$ cat config.mk
export PLATFORM = sky130hd
export DESIGN_NAME = tape_block_framer_flat
export DESIGN_NICKNAME = d
export VERILOG_FILES = /design/src/tbf_pkg.sv /design/src/tbf_in_if.sv /design/src/tbf_out_if.sv /design/src/tbf_queue.sv /design/src/tbf_front.sv /design/src/tbf_back.sv /design/src/tape_block_framer.sv /design/src/flat_wrapper.sv
export SDC_FILE = /design/constraint.sdc
export NUM_CORES = 1
export LEC_CHECK = 0
export ABC_AREA = 1
export BUFFER_PORTS_ARGS = -buffer_cell sky130_fd_sc_hd__buf_2
export CAP_MARGIN = 40
export CORE_ASPECT_RATIO = 0.6
export CORE_MARGIN = 1.5
export CORE_UTILIZATION = 25
export CTS_CLUSTER_SIZE = 12
export DETAILED_ROUTE_END_ITERATION = 7
export HOLD_SLACK_MARGIN = 0.1
export PLACE_DENSITY = 0.4
export SKIP_CTS_REPAIR_TIMING = 1
export SYNTH_ARGS = -nofsm -noshare
export SYNTH_HDL_FRONTEND = slang
export SYNTH_HIERARCHICAL = 1
export SYNTH_SLANG_ARGS = --single-unit
$ cat constraint.sdc
create_clock -name clk -period 4.1 [get_ports clk]
set_input_delay 0.615 -clock clk [delete_from_list [all_inputs] [get_ports clk]]
set_output_delay 0.615 -clock clk [all_outputs]
set_load 0.02 [all_outputs]
$ cat src/tbf_pkg.sv
// Shared types, constants and a helper function for the tape block framer.
`timescale 1ns / 1ps

package tbf_pkg;

  // Default framing parameters
  localparam int LEADER_ONES_DEF = 16;
  localparam int BLOCK_LIMIT_DEF = 254;

  // Fixed format figures
  localparam int SIZE_OVERHEAD = 12;
  localparam int FILE_SIZE_MAX = 65535;
  localparam int NAME_LEN      = 11;
  localparam int NAME_CNT_W    = $clog2(NAME_LEN);
  localparam int TOT_W         = 17;
  localparam int QUEUE_DEPTH   = 4;
  localparam logic [7:0] HEAD_BYTES = 8'd5;

  // Tape byte values
  localparam logic [7:0] LEAD_BYTE   = 8'h01;
  localparam logic [7:0] SYNC_A      = 8'h3C;
  localparam logic [7:0] SYNC_B      = 8'h5A;
  localparam logic [7:0] ZERO_BYTE   = 8'h00;
  localparam logic [7:0] NAME_TYPE   = 8'h10;
  localparam logic [7:0] NAME_TAIL   = 8'h02;
  localparam logic [7:0] BLOCK_MARK  = 8'h01;
  localparam logic [7:0] END_MARK    = 8'hFF;
  localparam logic [7:0] END_TYPE    = 8'h02;

  // Input action codes
  localparam logic [1:0] ACT_BEGIN   = 2'd0;
  localparam logic [1:0] ACT_PAYLOAD = 2'd1;
  localparam logic [1:0] ACT_FINISH  = 2'd2;

  // Configuration register indexes
  localparam int CFG_IDX_W  = 3;
  localparam int CFG_DATA_W = 64;
  localparam logic [CFG_IDX_W-1:0] CFG_FILE_SIZE    = 3'd0;
  localparam logic [CFG_IDX_W-1:0] CFG_LOAD_ADDRESS = 3'd1;
  localparam logic [CFG_IDX_W-1:0] CFG_EXEC_ADDRESS = 3'd2;
  localparam logic [CFG_IDX_W-1:0] CFG_NAME_FIRST   = 3'd3;
  localparam logic [CFG_IDX_W-1:0] CFG_NAME_LAST    = 3'd4;

  // Configuration reset values
  localparam logic [15:0] RST_FILE_SIZE    = 16'h0000;
  localparam logic [15:0] RST_LOAD_ADDRESS = 16'h3000;
  localparam logic [15:0] RST_EXEC_ADDRESS = 16'h3000;
  localparam logic [63:0] RST_NAME_FIRST   = 64'h6D61_696E_2020_2020;
  localparam logic [23:0] RST_NAME_LAST    = 24'h65_7865;

  typedef struct packed {
    logic [15:0] file_size;
    logic [15:0] load_address;
    logic [15:0] exec_address;
    logic [63:0] name_first_eight;
    logic [23:0] name_last_three;
  } cfg_t;

  typedef enum logic [1:0] {
    CMD_BEGIN,
    CMD_PAYLOAD,
    CMD_FINISH
  } cmd_kind_t;

  // One classified item handed from front to back
  typedef struct packed {
    cmd_kind_t  kind;
    logic       close;    // payload closes the current block first
    logic [7:0] data;
    logic [7:0] csum;     // block checksum (close or trailer)
    logic [7:0] hdr_len;  // length byte of the next block header
  } cmd_t;

  typedef enum logic [1:0] {
    FS_ACCEPT,
    FS_DIV,
    FS_PUSH
  } front_state_t;

  typedef enum logic [4:0] {
    PH_IDLE,
    PH_LEAD_ONE,
    PH_LEAD_3C,
    PH_LEAD_5A,
    PH_NAME_HDR0,
    PH_NAME_HDR1,
    PH_NAME,
    PH_NAME_T0,
    PH_NAME_T1,
    PH_NAME_T2,
    PH_NAME_SUM,
    PH_BLK_HDR0,
    PH_BLK_HDR1,
    PH_BLK_HDR2,
    PH_SIZE_HI,
    PH_SIZE_LO,
    PH_LOAD_HI,
    PH_LOAD_LO,
    PH_CSUM,
    PH_DATA,
    PH_END0,
    PH_END1,
    PH_END2,
    PH_EXEC_HI,
    PH_EXEC_LO,
    PH_END_SUM,
    PH_MARK0,
    PH_MARK1,
    PH_MARK2
  } phase_t;

  // Two's complement of a byte sum
  function automatic logic [7:0] complement(input logic [7:0] s);
    complement = 8'(9'h100 - {1'b0, s});
  endfunction

endpackage

$ cat src/tbf_in_if.sv
// Input item channel: action code and payload byte.
`timescale 1ns / 1ps

interface tbf_in_if;
  logic       valid;
  logic       ready;
  logic [1:0] action;
  logic [7:0] data_byte;

  modport source (output valid, output action, output data_byte, input ready);
  modport sink   (input valid, input action, input data_byte, output ready);
endinterface

$ cat src/tbf_out_if.sv
// Result item channel: one tape byte with its last flag.
`timescale 1ns / 1ps

interface tbf_out_if;
  logic       valid;
  logic       ready;
  logic [7:0] tape_byte;
  logic       last;

  modport source (output valid, output tape_byte, output last, input ready);
  modport sink   (input valid, input tape_byte, input last, output ready);
endinterface

$ cat src/tbf_queue.sv
// Small command queue between the front classifier and the back sequencer.
`timescale 1ns / 1ps

module tbf_queue (
  input  logic          clk,
  input  logic          rst_n,
  input  logic          push,
  input  tbf_pkg::cmd_t push_data,
  output logic          full,
  input  logic          pop,
  output tbf_pkg::cmd_t pop_data,
  output logic          empty
);
  import tbf_pkg::*;

  localparam int PTR_W = $clog2(QUEUE_DEPTH);
  localparam int CNT_W = $clog2(QUEUE_DEPTH + 1);

  cmd_t             entry_r [QUEUE_DEPTH];
  logic [PTR_W-1:0] wr_ptr_r, wr_ptr_nxt;
  logic [PTR_W-1:0] rd_ptr_r, rd_ptr_nxt;
  logic [CNT_W-1:0] count_r, count_nxt;

  assign full     = (count_r == CNT_W'(QUEUE_DEPTH));
  assign empty    = (count_r == '0);
  assign pop_data = entry_r[rd_ptr_r];

  // Pointer and fill count update
  always_comb begin
    wr_ptr_nxt = wr_ptr_r;
    rd_ptr_nxt = rd_ptr_r;
    count_nxt  = count_r;
    if (push) begin
      wr_ptr_nxt = (wr_ptr_r == PTR_W'(QUEUE_DEPTH - 1)) ? '0 : wr_ptr_r + 1'b1;
    end
    if (pop) begin
      rd_ptr_nxt = (rd_ptr_r == PTR_W'(QUEUE_DEPTH - 1)) ? '0 : rd_ptr_r + 1'b1;
    end
    if (push && !pop) begin
      count_nxt = count_r + 1'b1;
    end else if (pop && !push) begin
      count_nxt = count_r - 1'b1;
    end
  end

  always_ff @(posedge clk) begin
    if (!rst_n) begin
      wr_ptr_r <= '0;
      rd_ptr_r <= '0;
      count_r  <= '0;
    end else begin
      wr_ptr_r <= wr_ptr_nxt;
      rd_ptr_r <= rd_ptr_nxt;
      count_r  <= count_nxt;
    end
  end

  // Entry storage
  always_ff @(posedge clk) begin
    if (push) begin
      entry_r[wr_ptr_r] <= push_data;
    end
  end

endmodule

$ cat src/tbf_front.sv
// Front end: accepts items, tracks block state and classifies into commands.
`timescale 1ns / 1ps

module tbf_front #(
  parameter int BLOCK_LIMIT = tbf_pkg::BLOCK_LIMIT_DEF
) (
  input  logic          clk,
  input  logic          rst_n,
  tbf_in_if.sink        in_ch,
  input  logic [15:0]   file_size,
  input  logic [15:0]   load_address,
  input  logic [15:0]   exec_address,
  input  logic          q_full,
  output logic          q_push,
  output tbf_pkg::cmd_t q_data
);
  import tbf_pkg::*;

  localparam int BL_MAX = (FILE_SIZE_MAX + SIZE_OVERHEAD) / BLOCK_LIMIT;
  localparam int BL_W   = $clog2(BL_MAX + 1);
  localparam logic [7:0] LIMIT8 = 8'(BLOCK_LIMIT);

  // Reciprocal of the block limit, exact floor for any TOT_W-bit total
  localparam int RECIP_SHIFT = TOT_W + 8;
  localparam int RECIP_W     = RECIP_SHIFT - 3;
  localparam logic [RECIP_W-1:0] RECIP =
    RECIP_W'((2 ** RECIP_SHIFT + BLOCK_LIMIT - 1) / BLOCK_LIMIT);
  localparam int PROD_W      = TOT_W + RECIP_W;

  front_state_t         fs_r, fs_nxt;
  logic [7:0]           rs_r, rs_nxt;     // running block sum
  logic [7:0]           bb_r, bb_nxt;     // bytes in current block
  logic [BL_W-1:0]      bl_r, bl_nxt;     // full blocks still to close
  logic [7:0]           fl_r, fl_nxt;     // last block length

  // Block count: total, then quotient by reciprocal multiply
  logic [TOT_W-1:0]     dvd_r, dvd_nxt;
  logic [BL_W-1:0]      quo_r, quo_nxt;

  logic [PROD_W-1:0] prod;
  logic [TOT_W-1:0]  qmul;
  logic [7:0]        rem_cur;
  logic            close;
  logic [BL_W-1:0] bl_dec;
  logic [7:0]      hdr_close;
  logic [7:0]      fin_sum;
  logic [7:0]      head_sum;

  assign in_ch.ready = (fs_r == FS_ACCEPT) && !q_full;

  // Block count arithmetic and per-item arithmetic
  always_comb begin
    prod      = {{RECIP_W{1'b0}}, dvd_r} * {{TOT_W{1'b0}}, RECIP};
    qmul      = TOT_W'(quo_r) * TOT_W'(LIMIT8);
    rem_cur   = 8'(dvd_r - qmul);
    close     = (bb_r >= LIMIT8);
    bl_dec    = (bl_r != '0) ? bl_r - 1'b1 : '0;
    hdr_close = (bl_dec != '0) ? ZERO_BYTE : fl_r;
    fin_sum   = rs_r + END_MARK + exec_address[15:8] + exec_address[7:0];
    head_sum  = file_size[15:8] + file_size[7:0] + load_address[15:8] + load_address[7:0];
  end

  // Classification and state update
  always_comb begin
    fs_nxt  = fs_r;
    rs_nxt  = rs_r;
    bb_nxt  = bb_r;
    bl_nxt  = bl_r;
    fl_nxt  = fl_r;
    dvd_nxt = dvd_r;
    quo_nxt = quo_r;
    q_push  = 1'b0;
    q_data  = '0;
    case (fs_r)
      FS_ACCEPT: begin
        if (in_ch.valid && in_ch.ready) begin
          case (in_ch.action)
            ACT_BEGIN: begin
              dvd_nxt = TOT_W'(file_size) + TOT_W'(SIZE_OVERHEAD);
              fs_nxt  = FS_DIV;
            end
            ACT_PAYLOAD: begin
              q_push         = 1'b1;
              q_data.kind    = CMD_PAYLOAD;
              q_data.close   = close;
              q_data.data    = in_ch.data_byte;
              q_data.csum    = complement(rs_r);
              q_data.hdr_len = hdr_close;
              if (close) begin
                bl_nxt = bl_dec;
                rs_nxt = in_ch.data_byte;
                bb_nxt = 8'd1;
              end else begin
                rs_nxt = rs_r + in_ch.data_byte;
                bb_nxt = bb_r + 8'd1;
              end
            end
            ACT_FINISH: begin
              q_push      = 1'b1;
              q_data.kind = CMD_FINISH;
              q_data.csum = complement(fin_sum);
              rs_nxt      = '0;
            end
            default: ;
          endcase
        end
      end
      FS_DIV: begin
        quo_nxt = prod[RECIP_SHIFT +: BL_W];
        fs_nxt  = FS_PUSH;
      end
      FS_PUSH: begin
        if (!q_full) begin
          q_push         = 1'b1;
          q_data.kind    = CMD_BEGIN;
          q_data.hdr_len = (quo_r != '0) ? ZERO_BYTE : rem_cur;
          bl_nxt         = quo_r;
          fl_nxt         = rem_cur;
          rs_nxt         = head_sum;
          bb_nxt         = HEAD_BYTES;
          fs_nxt         = FS_ACCEPT;
        end
      end
      default: fs_nxt = FS_ACCEPT;
    endcase
  end

  always_ff @(posedge clk) begin
    if (!rst_n) begin
      fs_r <= FS_ACCEPT;
      rs_r <= '0;
      bb_r <= '0;
      bl_r <= '0;
      fl_r <= '0;
    end else begin
      fs_r <= fs_nxt;
      rs_r <= rs_nxt;
      bb_r <= bb_nxt;
      bl_r <= bl_nxt;
      fl_r <= fl_nxt;
    end
  end

  // Block count datapath
  always_ff @(posedge clk) begin
    dvd_r <= dvd_nxt;
    quo_r <= quo_nxt;
  end

endmodule

$ cat src/tbf_back.sv
// Back end: steps through the tape byte sequence of each command.
`timescale 1ns / 1ps

module tbf_back #(
  parameter int LEADER_ONES = tbf_pkg::LEADER_ONES_DEF
) (
  input  logic          clk,
  input  logic          rst_n,
  input  tbf_pkg::cfg_t cfg,
  input  logic          q_empty,
  input  tbf_pkg::cmd_t q_data,
  output logic          q_pop,
  tbf_out_if.source     out_ch
);
  import tbf_pkg::*;

  localparam int LC_W = (LEADER_ONES > 1) ? $clog2(LEADER_ONES) : 1;
  localparam logic [LC_W-1:0] LEAD_LAST = LC_W'(LEADER_ONES - 1);
  localparam logic [NAME_CNT_W-1:0] NAME_LAST = NAME_CNT_W'(NAME_LEN - 1);

  phase_t                phase_r, phase_nxt;
  cmd_t                  cmd_r;
  logic                  second_r, second_nxt;   // in the second leader of a begin
  logic [LC_W-1:0]       lead_cnt_r, lead_cnt_nxt;
  logic [NAME_CNT_W-1:0] name_cnt_r, name_cnt_nxt;
  logic [7:0]            nsum_r, nsum_nxt;
  logic                  out_valid_r, out_valid_nxt;
  logic [7:0]            out_byte_r, out_byte_nxt;
  logic                  out_last_r, out_last_nxt;

  logic       out_free;
  logic       step;
  logic       load;
  logic [7:0] cur_byte;
  logic       cur_last;
  phase_t     after_phase;
  phase_t     first_phase;
  logic [7:0] name_byte;

  assign out_ch.valid     = out_valid_r;
  assign out_ch.tape_byte = out_byte_r;
  assign out_ch.last      = out_last_r;

  assign out_free = !out_valid_r || out_ch.ready;
  assign step     = (phase_r != PH_IDLE) && out_free;
  assign load     = !q_empty && ((phase_r == PH_IDLE) || (step && cur_last));
  assign q_pop    = load;

  // Name byte select, first character in the top byte
  always_comb begin
    if (name_cnt_r < NAME_CNT_W'(8)) begin
      name_byte = cfg.name_first_eight[{~name_cnt_r[2:0], 3'b000} +: 8];
    end else begin
      name_byte = cfg.name_last_three[{2'(NAME_LAST - name_cnt_r), 3'b000} +: 8];
    end
  end

  // Entry phase of the command at the queue head
  always_comb begin
    case (q_data.kind)
      CMD_BEGIN:   first_phase = PH_LEAD_ONE;
      CMD_PAYLOAD: first_phase = q_data.close ? PH_CSUM : PH_DATA;
      CMD_FINISH:  first_phase = PH_END0;
      default:     first_phase = PH_IDLE;
    endcase
  end

  // Byte of the current phase and the phase that follows it
  always_comb begin
    cur_byte    = ZERO_BYTE;
    cur_last    = 1'b0;
    after_phase = PH_IDLE;
    case (phase_r)
      PH_LEAD_ONE: begin
        cur_byte    = LEAD_BYTE;
        after_phase = (lead_cnt_r == LEAD_LAST) ? PH_LEAD_3C : PH_LEAD_ONE;
      end
      PH_LEAD_3C: begin
        cur_byte    = SYNC_A;
        after_phase = PH_LEAD_5A;
      end
      PH_LEAD_5A: begin
        cur_byte = SYNC_B;
        case (cmd_r.kind)
          CMD_BEGIN:  after_phase = second_r ? PH_BLK_HDR0 : PH_NAME_HDR0;
          CMD_FINISH: after_phase = PH_MARK0;
          default:    after_phase = PH_BLK_HDR0;
        endcase
      end
      PH_NAME_HDR0: after_phase = PH_NAME_HDR1;
      PH_NAME_HDR1: begin
        cur_byte    = NAME_TYPE;
        after_phase = PH_NAME;
      end
      PH_NAME: begin
        cur_byte    = name_byte;
        after_phase = (name_cnt_r == NAME_LAST) ? PH_NAME_T0 : PH_NAME;
      end
      PH_NAME_T0: begin
        cur_byte    = NAME_TAIL;
        after_phase = PH_NAME_T1;
      end
      PH_NAME_T1: after_phase = PH_NAME_T2;
      PH_NAME_T2: after_phase = PH_NAME_SUM;
      PH_NAME_SUM: begin
        cur_byte    = complement(nsum_r + NAME_TAIL);
        after_phase = PH_LEAD_ONE;
      end
      PH_BLK_HDR0: begin
        cur_byte    = BLOCK_MARK;
        after_phase = PH_BLK_HDR1;
      end
      PH_BLK_HDR1: begin
        cur_byte    = cmd_r.hdr_len;
        after_phase = (cmd_r.kind == CMD_BEGIN) ? PH_BLK_HDR2 : PH_DATA;
      end
      PH_BLK_HDR2: after_phase = PH_SIZE_HI;
      PH_SIZE_HI: begin
        cur_byte    = cfg.file_size[15:8];
        after_phase = PH_SIZE_LO;
      end
      PH_SIZE_LO: begin
        cur_byte    = cfg.file_size[7:0];
        after_phase = PH_LOAD_HI;
      end
      PH_LOAD_HI: begin
        cur_byte    = cfg.load_address[15:8];
        after_phase = PH_LOAD_LO;
      end
      PH_LOAD_LO: begin
        cur_byte = cfg.load_address[7:0];
        cur_last = 1'b1;
      end
      PH_CSUM: begin
        cur_byte    = cmd_r.csum;
        after_phase = PH_LEAD_ONE;
      end
      PH_DATA: begin
        cur_byte = cmd_r.data;
        cur_last = 1'b1;
      end
      PH_END0: begin
        cur_byte    = END_MARK;
        after_phase = PH_END1;
      end
      PH_END1: after_phase = PH_END2;
      PH_END2: after_phase = PH_EXEC_HI;
      PH_EXEC_HI: begin
        cur_byte    = cfg.exec_address[15:8];
        after_phase = PH_EXEC_LO;
      end
      PH_EXEC_LO: begin
        cur_byte    = cfg.exec_address[7:0];
        after_phase = PH_END_SUM;
      end
      PH_END_SUM: begin
        cur_byte    = cmd_r.csum;
        after_phase = PH_LEAD_ONE;
      end
      PH_MARK0: begin
        cur_byte    = END_MARK;
        after_phase = PH_MARK1;
      end
      PH_MARK1: begin
        cur_byte    = END_TYPE;
        after_phase = PH_MARK2;
      end
      PH_MARK2: cur_last = 1'b1;
      default: ;
    endcase
  end

  // Sequencer and output register update
  always_comb begin
    phase_nxt     = phase_r;
    second_nxt    = second_r;
    lead_cnt_nxt  = lead_cnt_r;
    name_cnt_nxt  = name_cnt_r;
    nsum_nxt      = nsum_r;
    out_valid_nxt = out_valid_r;
    out_byte_nxt  = out_byte_r;
    out_last_nxt  = out_last_r;

    if (out_free) begin
      out_valid_nxt = step;
      out_byte_nxt  = cur_byte;
      out_last_nxt  = cur_last;
    end

    if (step) begin
      phase_nxt = cur_last ? PH_IDLE : after_phase;
      if (phase_r == PH_LEAD_ONE) begin
        lead_cnt_nxt = (lead_cnt_r == LEAD_LAST) ? '0 : lead_cnt_r + 1'b1;
      end
      if (phase_r == PH_NAME_HDR0) begin
        nsum_nxt = '0;
      end
      if (phase_r == PH_NAME) begin
        name_cnt_nxt = (name_cnt_r == NAME_LAST) ? '0 : name_cnt_r + 1'b1;
        nsum_nxt     = nsum_r + name_byte;
      end
      if (phase_r == PH_NAME_SUM) begin
        second_nxt = 1'b1;
      end
    end

    if (load) begin
      phase_nxt  = first_phase;
      second_nxt = 1'b0;
    end
  end

  always_ff @(posedge clk) begin
    if (!rst_n) begin
      phase_r     <= PH_IDLE;
      second_r    <= 1'b0;
      lead_cnt_r  <= '0;
      name_cnt_r  <= '0;
      out_valid_r <= 1'b0;
    end else begin
      phase_r     <= phase_nxt;
      second_r    <= second_nxt;
      lead_cnt_r  <= lead_cnt_nxt;
      name_cnt_r  <= name_cnt_nxt;
      out_valid_r <= out_valid_nxt;
    end
  end

  // Payload registers
  always_ff @(posedge clk) begin
    nsum_r     <= nsum_nxt;
    out_byte_r <= out_byte_nxt;
    out_last_r <= out_last_nxt;
    if (load) begin
      cmd_r <= q_data;
    end
  end

endmodule

$ cat src/tape_block_framer.sv
// Top level of the tape block framer: configuration registers and front/back wiring.
//
//   channel   dir   payload                        handshake
//   in_ch     in    action[1:0], data_byte[7:0]    valid/ready
//   out_ch    out   tape_byte[7:0], last           valid/ready
//   cfg_*     in    cfg_index[2:0], cfg_wdata[63:0] cfg_we, no back-pressure
//
// Output runs at one tape byte per cycle unless out_ch stalls; output stalls push
// back through the queue. A payload item that fits its block is taken every cycle
// while the queue has room. A begin item holds the input through FS_DIV, which
// registers the block count from the reciprocal multiply, and FS_PUSH, which forms
// the last block length and queues the command, waiting on a full queue; the back
// end keeps draining a four-entry queue. Reset is synchronous; no clearing pass.
`timescale 1ns / 1ps

module tape_block_framer #(
  parameter int LEADER_ONES = tbf_pkg::LEADER_ONES_DEF,
  parameter int BLOCK_LIMIT = tbf_pkg::BLOCK_LIMIT_DEF
) (
  input  logic                           clk,
  input  logic                           rst_n,
  tbf_in_if.sink                         in_ch,
  tbf_out_if.source                      out_ch,
  input  logic                           cfg_we,
  input  logic [tbf_pkg::CFG_IDX_W-1:0]  cfg_index,
  input  logic [tbf_pkg::CFG_DATA_W-1:0] cfg_wdata
);
  import tbf_pkg::*;

  cfg_t cfg_r, cfg_nxt;
  logic q_push;
  logic q_full;
  logic q_pop;
  logic q_empty;
  cmd_t q_wdata;
  cmd_t q_rdata;

  // Configuration register writes
  always_comb begin
    cfg_nxt = cfg_r;
    if (cfg_we) begin
      case (cfg_index)
        CFG_FILE_SIZE:    cfg_nxt.file_size        = cfg_wdata[15:0];
        CFG_LOAD_ADDRESS: cfg_nxt.load_address     = cfg_wdata[15:0];
        CFG_EXEC_ADDRESS: cfg_nxt.exec_address     = cfg_wdata[15:0];
        CFG_NAME_FIRST:   cfg_nxt.name_first_eight = cfg_wdata;
        CFG_NAME_LAST:    cfg_nxt.name_last_three  = cfg_wdata[23:0];
        default: ;
      endcase
    end
  end

  always_ff @(posedge clk) begin
    if (!rst_n) begin
      cfg_r.file_size        <= RST_FILE_SIZE;
      cfg_r.load_address     <= RST_LOAD_ADDRESS;
      cfg_r.exec_address     <= RST_EXEC_ADDRESS;
      cfg_r.name_first_eight <= RST_NAME_FIRST;
      cfg_r.name_last_three  <= RST_NAME_LAST;
    end else begin
      cfg_r <= cfg_nxt;
    end
  end

  tbf_front #(
    .BLOCK_LIMIT (BLOCK_LIMIT)
  ) u_front (
    .clk          (clk),
    .rst_n        (rst_n),
    .in_ch        (in_ch),
    .file_size    (cfg_r.file_size),
    .load_address (cfg_r.load_address),
    .exec_address (cfg_r.exec_address),
    .q_full       (q_full),
    .q_push       (q_push),
    .q_data       (q_wdata)
  );

  tbf_queue u_queue (
    .clk       (clk),
    .rst_n     (rst_n),
    .push      (q_push),
    .push_data (q_wdata),
    .full      (q_full),
    .pop       (q_pop),
    .pop_data  (q_rdata),
    .empty     (q_empty)
  );

  tbf_back #(
    .LEADER_ONES (LEADER_ONES)
  ) u_back (
    .clk     (clk),
    .rst_n   (rst_n),
    .cfg     (cfg_r),
    .q_empty (q_empty),
    .q_data  (q_rdata),
    .q_pop   (q_pop),
    .out_ch  (out_ch)
  );

endmodule
$ cat src/flat_wrapper.sv
// flat-port wrapper written by rule: the top's interface ports become plain ports
module tape_block_framer_flat import tbf_pkg::*;
#(
  parameter int LEADER_ONES = tbf_pkg::LEADER_ONES_DEF,
  parameter int BLOCK_LIMIT = tbf_pkg::BLOCK_LIMIT_DEF
)
  (clk, rst_n, cfg_we, cfg_index, cfg_wdata, in_ch_valid, in_ch_action, in_ch_data_byte, in_ch_ready, out_ch_valid, out_ch_tape_byte, out_ch_last, out_ch_ready);
  tbf_in_if in_ch_i ();
  tbf_out_if out_ch_i ();
  input  logic clk;
  input  logic rst_n;
  input  logic cfg_we;
  input  logic [tbf_pkg::CFG_IDX_W-1:0] cfg_index;
  input  logic [tbf_pkg::CFG_DATA_W-1:0] cfg_wdata;
  input wire logic [$bits(in_ch_i.valid)-1:0] in_ch_valid;
  input wire logic [$bits(in_ch_i.action)-1:0] in_ch_action;
  input wire logic [$bits(in_ch_i.data_byte)-1:0] in_ch_data_byte;
  output wire logic [$bits(in_ch_i.ready)-1:0] in_ch_ready;
  output wire logic [$bits(out_ch_i.valid)-1:0] out_ch_valid;
  output wire logic [$bits(out_ch_i.tape_byte)-1:0] out_ch_tape_byte;
  output wire logic [$bits(out_ch_i.last)-1:0] out_ch_last;
  input wire logic [$bits(out_ch_i.ready)-1:0] out_ch_ready;
  assign in_ch_i.valid = in_ch_valid;
  assign in_ch_i.action = in_ch_action;
  assign in_ch_i.data_byte = in_ch_data_byte;
  assign in_ch_ready = in_ch_i.ready;
  assign out_ch_valid = out_ch_i.valid;
  assign out_ch_tape_byte = out_ch_i.tape_byte;
  assign out_ch_last = out_ch_i.last;
  assign out_ch_i.ready = out_ch_ready;
  tape_block_framer #(.LEADER_ONES(LEADER_ONES), .BLOCK_LIMIT(BLOCK_LIMIT)) u_core (.clk(clk), .rst_n(rst_n), .in_ch(in_ch_i), .out_ch(out_ch_i), .cfg_we(cfg_we), .cfg_index(cfg_index), .cfg_wdata(cfg_wdata));
endmodule
**Word-level counts from Yosys, hierarchy flattened**

Memory sizes are Yosys's and may differ from the RTL's. A register that Yosys moved wholly into a read port is not among the register bits.
Cells that the tools add are included.

- Flip-flop bits (word level): 262
- Memory bits (writable): 108
- Word-level logic and storage cells: 223
- Memories: 1

- $add $sub $neg: 23
- $mul: 2
- Order comparisons: 2
- Equal/unequal tests: 50
- Shift operators: 2
- Mux-type cells: 61
- Bitwise gates (word level): 3
- Reductions and logical operators: 52

Memories:

| memory | words | width | rd ports | clocked after memory_dff | write ports | RTL line | RTL |
|---|---|---|---|---|---|---|---|
| u_core.u_queue.entry_r | 4 | 27 | 1 | 1 | 1 | tbf_queue.sv:19 | `cmd_t entry_r [QUEUE_DEPTH];` |

Operator list:

| cell | count |
|---|---|
| $pmux W8 S17 | 1 |
| $pmux W5 S23 | 1 |
| $mux W8 | 14 |
| $pmux W8 S2 | 5 |
| $eq A5 B5 Y1 const B | 13 |
| $shiftx A64 B7 Y8 | 1 |
| $add A8 B8 Y8 | 7 |
| $mux W9 | 6 |
| $eq A5 B4 Y1 const B | 8 |
| $mul A17 B18 Y34 const B | 1 |
| $mux W27 | 1 |
| $reduce_bool A9 Y1 | 3 |
| $shiftx A24 B6 Y8 | 1 |
| $sub A1 B8 Y8 const A | 3 |
| $eq A5 B3 Y1 const B | 4 |
| $mux W5 | 4 |
| $reduce_and A2 Y1 | 10 |
| $mux W2 | 9 |
| $pmux W9 S2 | 1 |
| $add A16 B4 Y17 const B | 1 |
| $mux W17 | 1 |
| $pmux W5 S3 | 1 |
| $eq A2 B2 Y1 const B | 6 |
| $mux W4 | 3 |
| other kinds (44) | 90 |

**Logic depth before layout (Yosys ltp)**

Gate-level depths: netlist of run 1.

- Depth after elaboration: 10
- Gate-level depth with buffers: 24
- Gate-level depth less buffers: 21

**Cells and area by module**

Netlist of run 1, hierarchy kept.

Modules (own cells, without submodules):

| module | instances | cells each | area each (sq um) |
|---|---|---|---|
| tbf_front | 1 | 1117 | 8112.8 |
| tape_block_framer | 1 | 761 | 5388.9 |
| tbf_queue | 1 | 320 | 4510.6 |
| tbf_back | 1 | 663 | 4473.0 |

**Worst setup path after synthesis of run 1**

OpenSTA, ideal clock, no wires.

- Path kind: register -> register
- From: register u_core.u_front.quo_r[2]
- To: memory u_core/u_queue/entry_r[0][7] (netlist bit) (data pin)
- Setup time: 0.266 ns
- Data arrival time: 3.634 ns
- Required time: 3.834 ns
- Setup slack: 0.200 ns
- Cell stages (with the launch flop): 16
- Cell sequence: edfxtp_1 > fa_1 > ha_1 > inv_1 > fa_1 > fa_1 > inv_1 > ha_1 > xnor2_1 > ha_1 > a21oi_1 > o21ai_0 > a31oi_1 > nand3_1 > nand4_1 > nand2_1

RTL lines:

| element | RTL line | RTL |
|---|---|---|
| start: declaration | tbf_front.sv:38 | `logic [BL_W-1:0] quo_r, quo_nxt;` |
| start signal: assignment | tbf_front.sv:147 | `quo_r <= quo_nxt;` |
| end: declaration | tbf_queue.sv:19 |  |

==> results by group, run 1 <==
Status
  • Run status: complete, no violations

Yosys
  • Library cell occupying the most area in the post-synthesis netlist: sky130_fd_sc_hd__edfxtp_1
  • Syn_nets: 3148
  • Post-synthesis instance area: ~22000 sq um
  • Top_reg_cell synth: sky130_fd_sc_hd__dfxtp_1
  • Yosys warnings: 6
  • Number of register bits inferred by synthesis: roughly 370
  • Count of flip-flops with a built-in enable after synthesis: 177
  • Top post-synthesis cells by area: sky130_fd_sc_hd__edfxtp_1, sky130_fd_sc_hd__dfxtp_1, sky130_fd_sc_hd__nand2_1
  • Share of async-settable or async-resettable flops after synthesis: 0%
  • Mean instance size in the synthesized netlist: about 7.9 sq um
  • Yosys cell types: 53
  • Sequential-to-total area share from yosys stat: about two fifths
  • Yosys top cell area share: a little under a quarter
  • Post-Synthesis Cells: approximately 2.9k

Cells and area
  • Fraction of final layout cells sized beyond drive strength 1: under 10%
  • Count of non-filler cells in the finished layout: between 4k and 5k
  • Number of nets in the layout: about 3.3k
  • Synth-to-layout area growth: 14.77%
  • Count of antenna diodes in the layout: 0

Worst setup path
  • Crit path max-delay family: adder cells
  • CP max-delay cell: sky130_fd_sc_hd__fa_1
  • Most Frequent Cell on Critical Path: sky130_fd_sc_hd__ha_4
  • Arrival time reported for the critical path endpoint: approximately 4.3 ns
  • Kind of end point of the critical path: flop
  • Max Fanout on Critical Path: 4
  • Cell depth of the worst flop-to-flop path: 17
  • Minimum setup slack among reg-to-reg paths: roughly 0.064 ns
  • Endpoint of the worst-slack reg-to-reg timing path: u_core/u_queue/entry_r[3][7]
  • Startpoint type of the worst setup path: flop
  • Crit-path max cell delay: 0.59 ns
  • Critical Path RT: 4.41 ns
  • WP buf/inv: 2
  • Reg2reg start: u_core/u_front/quo_r[2]
  • Series of cell instances along the critical path: inv_2 -> fa_1 -> inv_1 -> ha_4 -> ha_4 -> fa_1 -> ha_4 -> a21oi_1 -> nand2_1 -> xnor2_2 -> ha_1 -> a21oi_2 -> o21ai_1 -> a31oi_1 -> nand3_1 -> nand4_1 -> nand2_2
  • Classification of the worst setup path: flop to flop

Timing
  • Fin Clk Skew: 0.03515 ns
  • F_max: around 250 MHz
  • Number of pins exceeding their max-slew limit in the final report: 0
  • Final setup violation count: 0
  • Setup ws final: roughly 0.064 ns
  • Share of the clock period used by the worst path after layout: a little over nine tenths
  • Relative slew margins: 39.26%
  • Setup repair after global routing missed its margin: yes
  • Worst-Margin Slew: around 0.9 ns
  • Minimum period implied by the final worst setup slack: just over 4 ns
  • Final hold violation count: 0

Placed design
  • Placed Cells incl. Taps: roughly 4.1k
  • Number of port buffers: a little over 90
  • Total half-perimeter wirelength after legalization and detailed placement: ~56 mm
  • Final Wtd Congestion: just under 0.9
  • Pre-CTS worst setup slack: -0.08998 ns

Worst hold path
  • Hold Path End: u_core/cfg_r[67]
  • Path type of the worst min-delay path: input pin to flop
  • Worst hold path stage count: 3
  • Start point of the worst min-delay path: cfg_wdata[43]

Clock tree
  • Cts bufs inserted: 41
  • Clock-pin slew reported for the worst setup and hold paths after clock tree synthesis: approximately 0.060 ns
  • CTS tree: yes
  • Buffer cell driving the clock tree root: sky130_fd_sc_hd__clkbuf_16
  • Clock latency on the worst-skew pair: slightly below 0.6 ns
  • Number of H-tree levels: 2
  • Clock Sinks: 372
  • CTS Buffer Depth: 3

Global routing
  • Vias in the first global route: ~18k
  • Gr usage total: between 15 and 20%
  • Total congestion overflow after global routing: 0
  • Maximum number of pins on one net before global-route repair: 76
  • Initial antenna violation count: 1
  • First-pass GRT wire length: 114.5 mm

Flow run
  • Maximum capacitance violations: 0

Floorplanning
  • Die height: 235.3 microns
  • Number of placement rows: between 80 and 90
  • Die width: about 400 microns
  • Starting density of the core: between 20% and 30%
  • Placeable core area: about 88000 sq um
  • Area of the die: slightly above 90000 sq um
  • Ports: 93

Power and ir drop
  • Maximum vdd drop: between 0.2 and 0.3 mV
  • P per Cell Area: roughly 470 nW/um^2
  • Cell leakage power: approximately 11 nW

Route
  • 1st-iter DRT viols: between 1k and 1.5k
  • Post-detailed-route count of antenna-violating nets: 0
  • Total wire length after detailed routing: 75.00 mm
  • Remaining routing DRC violations: 0
  • Post-DR wirelength/cell: approximately 18 microns
  • First drt pass iteration count: 6
  • Via-to-Cell Ratio: 4.575
  • Number of vias in the routed layout: between 15k and 20k
-- power breakdown --
group	switching, mW	total, mW	leakage (nW)	internal (mW)
Sequential	0.306	4.73	3.24	4.42
Clock	1.65	3.77	0.655	2.11
Combinational	2.57	3.76	7.39	1.19
Total	4.53	12.3	11.3	7.73
-- how the worst max path moves through the flow --
stage | startpoint | endpoint | slack (ns) | depth (start not counted)
after CTS | u_core/u_front/quo_r[2] | u_core/u_queue/entry_r[0][7] | -0.11 | 15
after global routing | u_core/u_front/quo_r[2] | u_core/u_queue/entry_r[3][7] | -0.12 | 15
after floorplan | u_core/u_front/quo_r[2] | u_core/u_queue/entry_r[0][7] | 0.20 | 15
after detailed placement | u_core/u_front/quo_r[3] | u_core/u_queue/entry_r[3][7] | -0.09 | 15
final | u_core/u_front/quo_r[2] | u_core/u_queue/entry_r[3][7] | 0.06 | 17
after global placement | u_core/u_front/quo_r[2] | u_core/u_queue/entry_r[2][7] | -0.11 | 15
-- metrics by stage --
step,instance area [sq um],power [mW],TNS (ns),utilization (%),hold slack [ns]
6_report,25810,12.26,0,29.23,0.2281
5_1_grt,25810,13.06,-0.5167,29.23,0.2059
4_1_cts,25720,12.34,-0.5417,29.13,0.1962
3_5_place_dp,24380,8.516,-0.4514,27.62,0.4452
3_3_place_gp,24310,8.556,-0.6120,27.54,0.4403
2_1_floorplan,22490,7.264,0,-,0.4236
-- per-layer routing --
metal	wire [microns]	up-vias	track usage, %
met1	42320	8964	26.74
met5	141	-	1.091
met4	887	2	2.547
met2	27820	353	21.29
li1	-	9659	-
met3	3832	71	3.027
-- area by class of cell --
| class | count | area, sq um |
|---|---|---|
| clock buffers | 64 | 1250 |
| flip-flops and latches | 372 | 9220 |
| repair buffers | 160 | 1017 |
| well taps | 1161 | 1453 |
| multi-input cells | 2049 | 11470 |
| fillers | 9551 | 62480 |
| clock inverters | 11 | 83.83 |
| inverters | 347 | 1315 |
-- layout by cell type (no fill, tap or decap), types with 4 or more instances in the layout --
cell type                   instances
sky130_fd_sc_hd__fa_1              45
sky130_fd_sc_hd__inv_1            319
sky130_fd_sc_hd__inv_2             22
sky130_fd_sc_hd__o31ai_1            9
sky130_fd_sc_hd__a211oi_1           4
sky130_fd_sc_hd__nor4_1             4
sky130_fd_sc_hd__ha_1             156
sky130_fd_sc_hd__o21ai_0          146
sky130_fd_sc_hd__o21bai_1           8
sky130_fd_sc_hd__buf_4             62
sky130_fd_sc_hd__clkbuf_8           9
sky130_fd_sc_hd__nand4_1           37
sky130_fd_sc_hd__ha_4               4
sky130_fd_sc_hd__xnor2_1           14
sky130_fd_sc_hd__o22ai_1           30
sky130_fd_sc_hd__nand3_1          255
sky130_fd_sc_hd__nor2_1           460
sky130_fd_sc_hd__clkbuf_1          10
sky130_fd_sc_hd__a31oi_1           18
sky130_fd_sc_hd__a21oi_1          103
sky130_fd_sc_hd__nand2_2            7
sky130_fd_sc_hd__dfxtp_1          194
sky130_fd_sc_hd__nor3_1            35
sky130_fd_sc_hd__buf_2             93
sky130_fd_sc_hd__nor2_4            12
sky130_fd_sc_hd__nand2_1          581
sky130_fd_sc_hd__edfxtp_1         177
sky130_fd_sc_hd__nor2_2            10
sky130_fd_sc_hd__clkinv_2           5
sky130_fd_sc_hd__o211ai_1          17
sky130_fd_sc_hd__a21boi_0           4
sky130_fd_sc_hd__clkinv_1           6
sky130_fd_sc_hd__nor3b_1            4
sky130_fd_sc_hd__o21ai_1           32
sky130_fd_sc_hd__a21o_1             9
sky130_fd_sc_hd__clkbuf_16         43
sky130_fd_sc_hd__xor2_1            19
-- registers in the layout, indices dropped and copies added, names as in the netlist, named ones only --
signal and cells:
u_core/cfg_r 136, u_core/u_front/rs_r 8, u_core/u_back/out_ch.last 1, u_core/u_queue/wr_ptr_r 2, u_core/u_front/bl_r 9, u_core/u_back/out_ch.valid 1, u_core/u_back/second_r 1, u_core/u_back/phase_r 5
u_core/u_back/nsum_r 8, u_core/u_queue/count_r 3, u_core/u_back/out_ch.tape_byte 8, u_core/u_front/bb_r 8, u_core/u_back/name_cnt_r 4, u_core/u_back/lead_cnt_r 4, u_core/u_front/fl_r 8, u_core/u_front/quo_r 9
u_core/u_front/fs_r 2, u_core/u_queue/entry_r 108, u_core/u_queue/rd_ptr_r 2, u_core/u_front/dvd_r 17, u_core/u_back/cmd_r 26
-- worst reg2reg max path: stages, from the launching register on --
cell	delay, ns
sky130_fd_sc_hd__edfxtp_1	0.41
sky130_fd_sc_hd__inv_2	0.07
sky130_fd_sc_hd__fa_1	0.50
sky130_fd_sc_hd__inv_1	0.06
sky130_fd_sc_hd__ha_4	0.27
sky130_fd_sc_hd__ha_4	0.19
sky130_fd_sc_hd__fa_1	0.59
sky130_fd_sc_hd__ha_4	0.22
sky130_fd_sc_hd__a21oi_1	0.12
sky130_fd_sc_hd__nand2_1	0.10
sky130_fd_sc_hd__xnor2_2	0.14
sky130_fd_sc_hd__ha_1	0.34
sky130_fd_sc_hd__a21oi_2	0.14
sky130_fd_sc_hd__o21ai_1	0.07
sky130_fd_sc_hd__a31oi_1	0.23
sky130_fd_sc_hd__nand3_1	0.14
sky130_fd_sc_hd__nand4_1	0.10
sky130_fd_sc_hd__nand2_2	0.08
-- cells in the mapped netlist (all sizes together) (5+ instances only) --
cell type,n
nand2,589
nor2,482
inv,342
nand3,255
dfxtp,195
o21ai,181
edfxtp,177
ha,160
a21oi,107
buf,68
fa,45
nand4,37
nor3,36
o22ai,30
clkbuf,25
xor2,19
a31oi,18
o211ai,17
xnor2,15
a21o,9
o31ai,9
o21bai,8
a211oi,5
clkinv,5
-- kinds of logic (layout without fill, tap and decap cells) --
group / Yosys count / after routing / share of synthesized area, %
xor gates and xnor gates: 34 / 34 / 1.324
DFF: 372 / 372 / 41.00
AOI/OAI and AO/OA: 395 / 395 / 9.827
and+or+nand+nor: 1415 / 1415 / 26.55
adders and majority gates: 205 / 205 / 12.91
buffers and inverters: 440 / 582 / 8.386
Power figures use the tool's default switching activity.
==> run 2, diff against run 1 <==
CORE_UTILIZATION = 57   (was 25)
PLACE_DENSITY = 0.77   (was 0.4)
SETUP_SLACK_MARGIN = 0.1   (was default)
==> results by group, run 2 (synthesis results as in run 1) <==
Cells and area
  • Count of antenna diodes in the layout: 0 (unchanged)
  • Most common cell after layout, fill and taps aside: sky130_fd_sc_hd__nand2_1
  • Max reg flops: 136 (unchanged)
  • Registers with the most flip-flops: u_core/cfg_r: 136 flops, u_core/u_queue/entry_r: 108 flops, u_core/u_back/cmd_r: 26 flops
  • Number of nets in the layout: 3237 (-0.64%)
  • Largest Register: u_core/cfg_r
  • Most frequent cells in the layout: sky130_fd_sc_hd__nand2_1, sky130_fd_sc_hd__nor2_1, sky130_fd_sc_hd__inv_1
  • Fraction of final layout cells sized beyond drive strength 1: 9.073% (-0.78 points)
  • Synth-to-layout area growth: 9.810%
  • Count of non-filler cells in the finished layout: 3498 (-16%)

Route
  • Remaining routing DRC violations: 0 (unchanged)
  • Number of vias in the routed layout: 20.14k (+5.7%)
  • Total wire length after detailed routing: 64.23 mm (-14%)
  • Post-DR wirelength/cell: 18.36 microns (+2.0%)
  • 1st-iter DRT viols: 2359 (+64%)
  • Via-to-Cell Ratio: 5.758 (+26%)
  • Post-detailed-route count of antenna-violating nets: 0 (unchanged)
  • First drt pass iteration count: 5 (-1)

Worst setup path
  • WP buf/inv: 2 (unchanged)
  • Critical Path RT: 4.39 ns (-0.02 ns)
  • Arrival time reported for the critical path endpoint: 4.25 ns (-0.09 ns)
  • Reg2reg start: u_core/u_front/quo_r[3]
  • Crit path max-delay family: adder cells
  • Startpoint type of the worst setup path: flop
  • Series of cell instances along the critical path: fa_1 -> ha_1 -> inv_2 -> fa_1 -> fa_1 -> inv_2 -> ha_4 -> xnor2_2 -> ha_1 -> a21oi_2 -> o21ai_2 -> a31oi_2 -> nand3_1 -> nand4_1 -> nand2_2
  • Kind of end point of the critical path: flop
  • CP max-delay cell: sky130_fd_sc_hd__fa_1
  • Crit-path max cell delay: 0.50 ns (-0.09 ns)
  • Max Fanout on Critical Path: 4 (unchanged)
  • Minimum setup slack among reg-to-reg paths: 0.14 ns (+0.08 ns)
  • Classification of the worst setup path: flop to flop
  • Most Frequent Cell on Critical Path: sky130_fd_sc_hd__fa_1
  • Endpoint of the worst-slack reg-to-reg timing path: u_core/u_queue/entry_r[0][7]
  • Cell depth of the worst flop-to-flop path: 15 (-2)

Global routing
  • Total congestion overflow after global routing: 0 (unchanged)
  • Initial antenna violation count: 0 (-1)
  • Maximum number of pins on one net before global-route repair: 90 (+18%)
  • Vias in the first global route: 18.71k (+3.1%)
  • First-pass GRT wire length: 100.7 mm (-12%)
  • Gr usage total: 31.44% (+15 points)

Floorplanning
  • Starting density of the core: 57.72% (+32 points)
  • Ports: 93 (unchanged)
  • Die width: 259.4 microns (-34%)
  • Area of the die: 40690 sq um (-56%)
  • Placeable core area: 38960 sq um (-56%)
  • Die height: 156.8 microns (-33%)
  • Number of placement rows: 56 (-33%)

Timing
  • Relative slew margins: 38.36% (-0.90 points)
  • Final setup TNS: 0 ns (unchanged)
  • Share of the clock period used by the worst path after layout: 96.49% (-1.9 points)
  • Fin Clk Skew: 0.02458 ns (-0.01057 ns)
  • Final setup violation count: 0 (unchanged)
  • Number of pins exceeding their max-slew limit in the final report: 0 (unchanged)
  • Setup repair after global routing missed its margin: yes
  • Setup ws final: 0.1439 ns (+0.07991 ns)
  • F_max: 252.8 MHz (+2.0%)
  • Final hold violation count: 0 (unchanged)
  • Minimum period implied by the final worst setup slack: 3.956 ns (-0.07991 ns)
  • Worst-Margin Slew: 0.9229 ns (+0.01523 ns)

Power and ir drop
  • Cell leakage power: 11.10 nW (-1.7%)
  • Maximum vdd drop: 0.3928 mV (+33%)
  • P per Cell Area: 476.8 nW/um^2 (+0.39%)

Clock tree
  • Clock latency on the worst-skew pair: 0.56 ns (-0.03 ns)
  • Clock-pin slew reported for the worst setup and hold paths after clock tree synthesis: 0.06 ns (about the same)
  • Number of H-tree levels: 2 (unchanged)
  • CTS tree: yes
  • CTS Buffer Depth: 3 (unchanged)
  • Clock Sinks: 372 (unchanged)
  • Buffer cell driving the clock tree root: sky130_fd_sc_hd__clkbuf_16
  • Cts bufs inserted: 39 (-4.9%)

Worst hold path
  • Path type of the worst min-delay path: input pin to flop
  • Start point of the worst min-delay path: cfg_wdata[59]
  • Worst hold path stage count: 3 (unchanged)
  • Hold Path End: u_core/cfg_r[83]

Placed design
  • Total half-perimeter wirelength after legalization and detailed placement: 46.68 mm (-16%)
  • Final Wtd Congestion: 0.9568 (+9.3%)
  • Placed Cells incl. Taps: 3429 (-16%)
  • Number of port buffers: 92 (unchanged)
  • Pre-CTS worst setup slack: -0.08154 ns (+0.008438 ns)

Status
  • Run status: complete, no violations

Flow run
  • Maximum capacitance violations: 0 (unchanged)
-- run 2: changes by cell type in the layout (fill, tap and decap cells not counted), sizes merged --
cell      delta
buf         -19
bufinv       +1
clkbuf       -8
clkinvlp     -1
-- run 2: power by group --
| part | internal (mW) | switching, mW | leakage (nW) |
|---|---|---|---|
| clock | 1.86 | 1.52 | 0.563 |
| combinational | 1.18 | 2.51 | 7.29 |
| sequential | 4.43 | 0.282 | 3.24 |
| total | 7.46 | 4.31 | 11.1 |
-- run 2: how the worst max path moves through the flow --
stage	depth (start not counted)	endpoint	startpoint	slack, ns
finish	15	u_core/u_queue/entry_r[0][7]	u_core/u_front/quo_r[3]	0.14
global placement	15	u_core/u_queue/entry_r[2][7]	u_core/u_front/quo_r[2]	0.001
CTS	15	u_core/u_queue/entry_r[0][7]	u_core/u_front/quo_r[2]	-0.09
global route	17	u_core/u_queue/entry_r[0][7]	u_core/u_front/quo_r[2]	-0.02
floorplan	15	u_core/u_queue/entry_r[0][7]	u_core/u_front/quo_r[2]	0.20
detailed placement	15	u_core/u_queue/entry_r[2][7]	u_core/u_front/quo_r[2]	-0.08
-- run 2: through the flow --
stage | total power, mW | instance area [sq um] | utilization, % | hold WS (ns)
after floorplan | 7.264 | 22490 | - | 0.4236
after global placement | 8.196 | 23370 | 59.99 | 0.4354
after detailed placement | 8.316 | 23410 | 60.08 | 0.4446
after CTS | 11.70 | 24580 | 63.08 | 0.2446
after global routing | 12.41 | 24690 | 63.38 | 0.2658
final | 11.77 | 24690 | 63.38 | 0.2609
-- run 2: layer usage --
| layer | global-route usage [%] | up-vias | share of wire [%] |
|---|---|---|---|
| met1 | 46.51 | 9457 | 45 |
| met2 | 46.76 | 964 | 42 |
| met5 | 0 | - | 0 |
| met3 | 6.414 | 105 | 10 |
| met4 | 7.918 | 0 | 2.1 |
| li1 | - | 9614 | - |
-- run 2: final cells by class --
type	instances	area (sq um)
fill	3384	14270
multi-input combinational	2049	11500
sequential	372	9220
inverter	347	1315
clock buffer	56	1050
timing repair buffer	141	835.8
tap	522	653.1
clock inverter	11	120.1
-- run 2: tightest hold or removal path, cell delays in order --
cell and delay (ns):
sky130_fd_sc_hd__buf_2 0.07, sky130_fd_sc_hd__nand2_1 0.04, sky130_fd_sc_hd__nand3_1 0.06
==> run 3, diff against run 2 <==
clock period = 3.4 ns   (was 4.1 ns; I/O delays follow)
==> results by group, run 3 (synthesis results as in run 1) <==
Power and ir drop
  • P per Cell Area: 577.5 nW/um^2 (+21%)
  • Maximum vdd drop: 0.3410 mV (-13%)
  • Cell leakage power: 11.66 nW (+5.0%)

Placed design
  • Final Wtd Congestion: 0.9977 (+4.3%)
  • Pre-CTS worst setup slack: -0.6211 ns (-0.5396 ns)
  • Number of port buffers: 92 (unchanged)
  • Total half-perimeter wirelength after legalization and detailed placement: 48.80 mm (+4.5%)

Cells and area
  • Synth-to-layout area growth: 16.28%
  • Most frequent cells in the layout: sky130_fd_sc_hd__nand2_1, sky130_fd_sc_hd__nor2_1, sky130_fd_sc_hd__inv_1
  • Fraction of final layout cells sized beyond drive strength 1: 15.01% (+5.9 points)
  • Registers with the most flip-flops: u_core/cfg_r: 136 flops, u_core/u_queue/entry_r: 108 flops, u_core/u_back/cmd_r: 26 flops
  • Count of antenna diodes in the layout: 0 (unchanged)
  • Largest Register: u_core/cfg_r
  • Number of nets in the layout: 3318 (+2.5%)
  • Max reg flops: 136 (unchanged)
  • Most common cell after layout, fill and taps aside: sky130_fd_sc_hd__nand2_1

Clock tree
  • Clock latency on the worst-skew pair: 0.56 ns (about the same)
  • CTS tree: yes
  • Clock-pin slew reported for the worst setup and hold paths after clock tree synthesis: 0.06 ns (about the same)
  • Number of H-tree levels: 2 (unchanged)
  • Buffer cell driving the clock tree root: sky130_fd_sc_hd__clkbuf_16
  • CTS Buffer Depth: 3 (unchanged)
  • Cts bufs inserted: 39 (unchanged)
  • Clock Sinks: 372 (unchanged)

Global routing
  • Total congestion overflow after global routing: 0 (unchanged)
  • Maximum number of pins on one net before global-route repair: 61 (-32%)
  • First-pass GRT wire length: 102.5 mm (+1.8%)
  • Vias in the first global route: 18.99k (+1.5%)
  • Initial antenna violation count: 0 (unchanged)
  • Gr usage total: 32.15% (+0.71 points)

Route
  • Top routing layer in use: met4
  • 1st-iter DRT viols: 2485 (+5.3%)
  • First drt pass iteration count: 6 (+1)
  • Remaining routing DRC violations: 0 (unchanged)
  • Met2 routed WL: 28.31 mm (+4.1%)
  • Total wire length after detailed routing: 67.23 mm (+4.7%)
  • Number of vias in the routed layout: 20.70k (+2.8%)
  • Routed wl met3: 7.485 mm (+12%)
  • Post-detailed-route count of antenna-violating nets: 0 (unchanged)
  • Via-to-Cell Ratio: 5.783 (+0.45%)
  • Wire length on met1: 30.22 mm (+4.3%)
  • Post-DR wirelength/cell: 18.78 microns (+2.3%)

Timing
  • Minimum period implied by the final worst setup slack: 4.171 ns (+0.2145 ns)
  • F_max: 239.8 MHz (-5.1%)
  • Min Hold Slack: 0.1561 ns (-0.1047 ns)
  • Worst-Margin Slew: 0.7742 ns (-0.1487 ns)
  • Number of pins exceeding their max-slew limit in the final report: 0 (unchanged)
  • Setup repair after global routing missed its margin: yes
  • Final setup violation count: 24 (+24)
  • Share of the clock period used by the worst path after layout: 122.7% (+26 points)
  • Fin Clk Skew: 0.02781 ns (+0.003231 ns)
  • Relative slew margins: 48.20% (+9.8 points)
  • Final hold violation count: 0 (unchanged)
  • Setup ws final: -0.7705 ns (-0.9145 ns)

Worst setup path
  • Cell depth of the worst flop-to-flop path: 16 (+1)
  • Worst setup path end: u_core/u_queue/entry_r[2][7]
  • Launching element of the worst setup path: u_core/u_front/quo_r[2]
  • Minimum setup slack among reg-to-reg paths: -0.77 ns (-0.91 ns)
  • Kind of end point of the critical path: flop
  • Endpoint of the worst-slack reg-to-reg timing path: u_core/u_queue/entry_r[2][7]
  • Max Fanout on Critical Path: 4 (unchanged)
  • Reg2reg start: u_core/u_front/quo_r[2]
  • Classification of the worst setup path: flop to flop
  • Startpoint type of the worst setup path: flop
  • Critical Path RT: 3.70 ns (-0.69 ns)
  • Arrival time reported for the critical path endpoint: 4.47 ns (+0.22 ns)

Worst hold path
  • Path type of the worst min-delay path: input pin to flop
  • Worst hold path stage count: 3 (unchanged)

Status
  • Violated checks: setup timing
  • Run status: finished with violations

Floorplanning
  • Die height: 156.8 microns (unchanged)
  • Die width: 259.4 microns (unchanged)
  • Ports: 93 (unchanged)
  • Starting density of the core: 57.72% (unchanged)
  • Placeable core area: 38960 sq um (unchanged)
  • Number of placement rows: 56 (unchanged)
  • Area of the die: 40690 sq um (unchanged)

Flow run
  • Maximum capacitance violations: 0 (unchanged)
run 3: worst min path at each step:
| stage | startpoint | to | slack, ns |
|---|---|---|---|
| detailed placement | u_core/cfg_r[45] | u_core/cfg_r[45] | 0.44 |
| global route | cfg_wdata[59] | u_core/cfg_r[83] | 0.15 |
| global placement | u_core/cfg_r[45] | u_core/cfg_r[45] | 0.44 |
| finish | cfg_wdata[59] | u_core/cfg_r[83] | 0.16 |
| CTS | cfg_wdata[59] | u_core/cfg_r[83] | 0.14 |
| floorplan | u_core/cfg_r[37] | u_core/cfg_r[37] | 0.42 |
run 3: cell type report:
type,instances,area (sq um)
timing repair buffer,222,1514
clock buffer,64,1184
inverter,347,1319
clock inverter,3,40.04
sequential,372,9219
fill,3179,12810
tap,522,653.1
multi-input combinational,2049,12220
run 3: metal layers:
metal | vias up | GRT usage, %
met5 | - | 0
met4 | 0 | 6.783
met3 | 115 | 7.499
met2 | 1011 | 46.76
met1 | 9793 | 48.32
li1 | 9780 | -
run 3: power by group:
group	internal (mW)	leakage [nW]	switching [mW]
registers	5.33	3.24	0.375
clock network	2.39	0.594	1.81
logic	1.83	7.82	3.36
total	9.55	11.7	5.55
run 3: per-stage QoR:
step           cell area (sq um)  util [%]  total power, mW  TNS (ns)  std cells
3_5_place_dp               24100     61.85            10.34    -8.522       3500
3_3_place_gp               24060     61.76            10.21    -6.810       3496
5_1_grt                    26150     67.12            15.82    -11.52       3579
2_1_floorplan              22630         -            8.855    -2.654       2861
6_report                   26150     67.12            15.10    -8.845       3579
4_1_cts                    25320     65.00            14.52    -8.638       3567
run 3: worst max-delay path, cell delays in order, from the launching register on:
cell                       delay (ns)
sky130_fd_sc_hd__edfxtp_1        0.46
sky130_fd_sc_hd__buf_6           0.16
sky130_fd_sc_hd__fa_1            0.48
sky130_fd_sc_hd__ha_1            0.30
sky130_fd_sc_hd__inv_2           0.04
sky130_fd_sc_hd__fa_1            0.50
sky130_fd_sc_hd__fa_1            0.53
sky130_fd_sc_hd__inv_2           0.05
sky130_fd_sc_hd__ha_4            0.29
sky130_fd_sc_hd__xnor2_4         0.12
sky130_fd_sc_hd__ha_4            0.23
sky130_fd_sc_hd__a21oi_2         0.14
sky130_fd_sc_hd__o21ai_1         0.08
sky130_fd_sc_hd__a31oi_1         0.22
sky130_fd_sc_hd__nand3_1         0.14
sky130_fd_sc_hd__nand4_1         0.10
sky130_fd_sc_hd__nand2_2         0.08
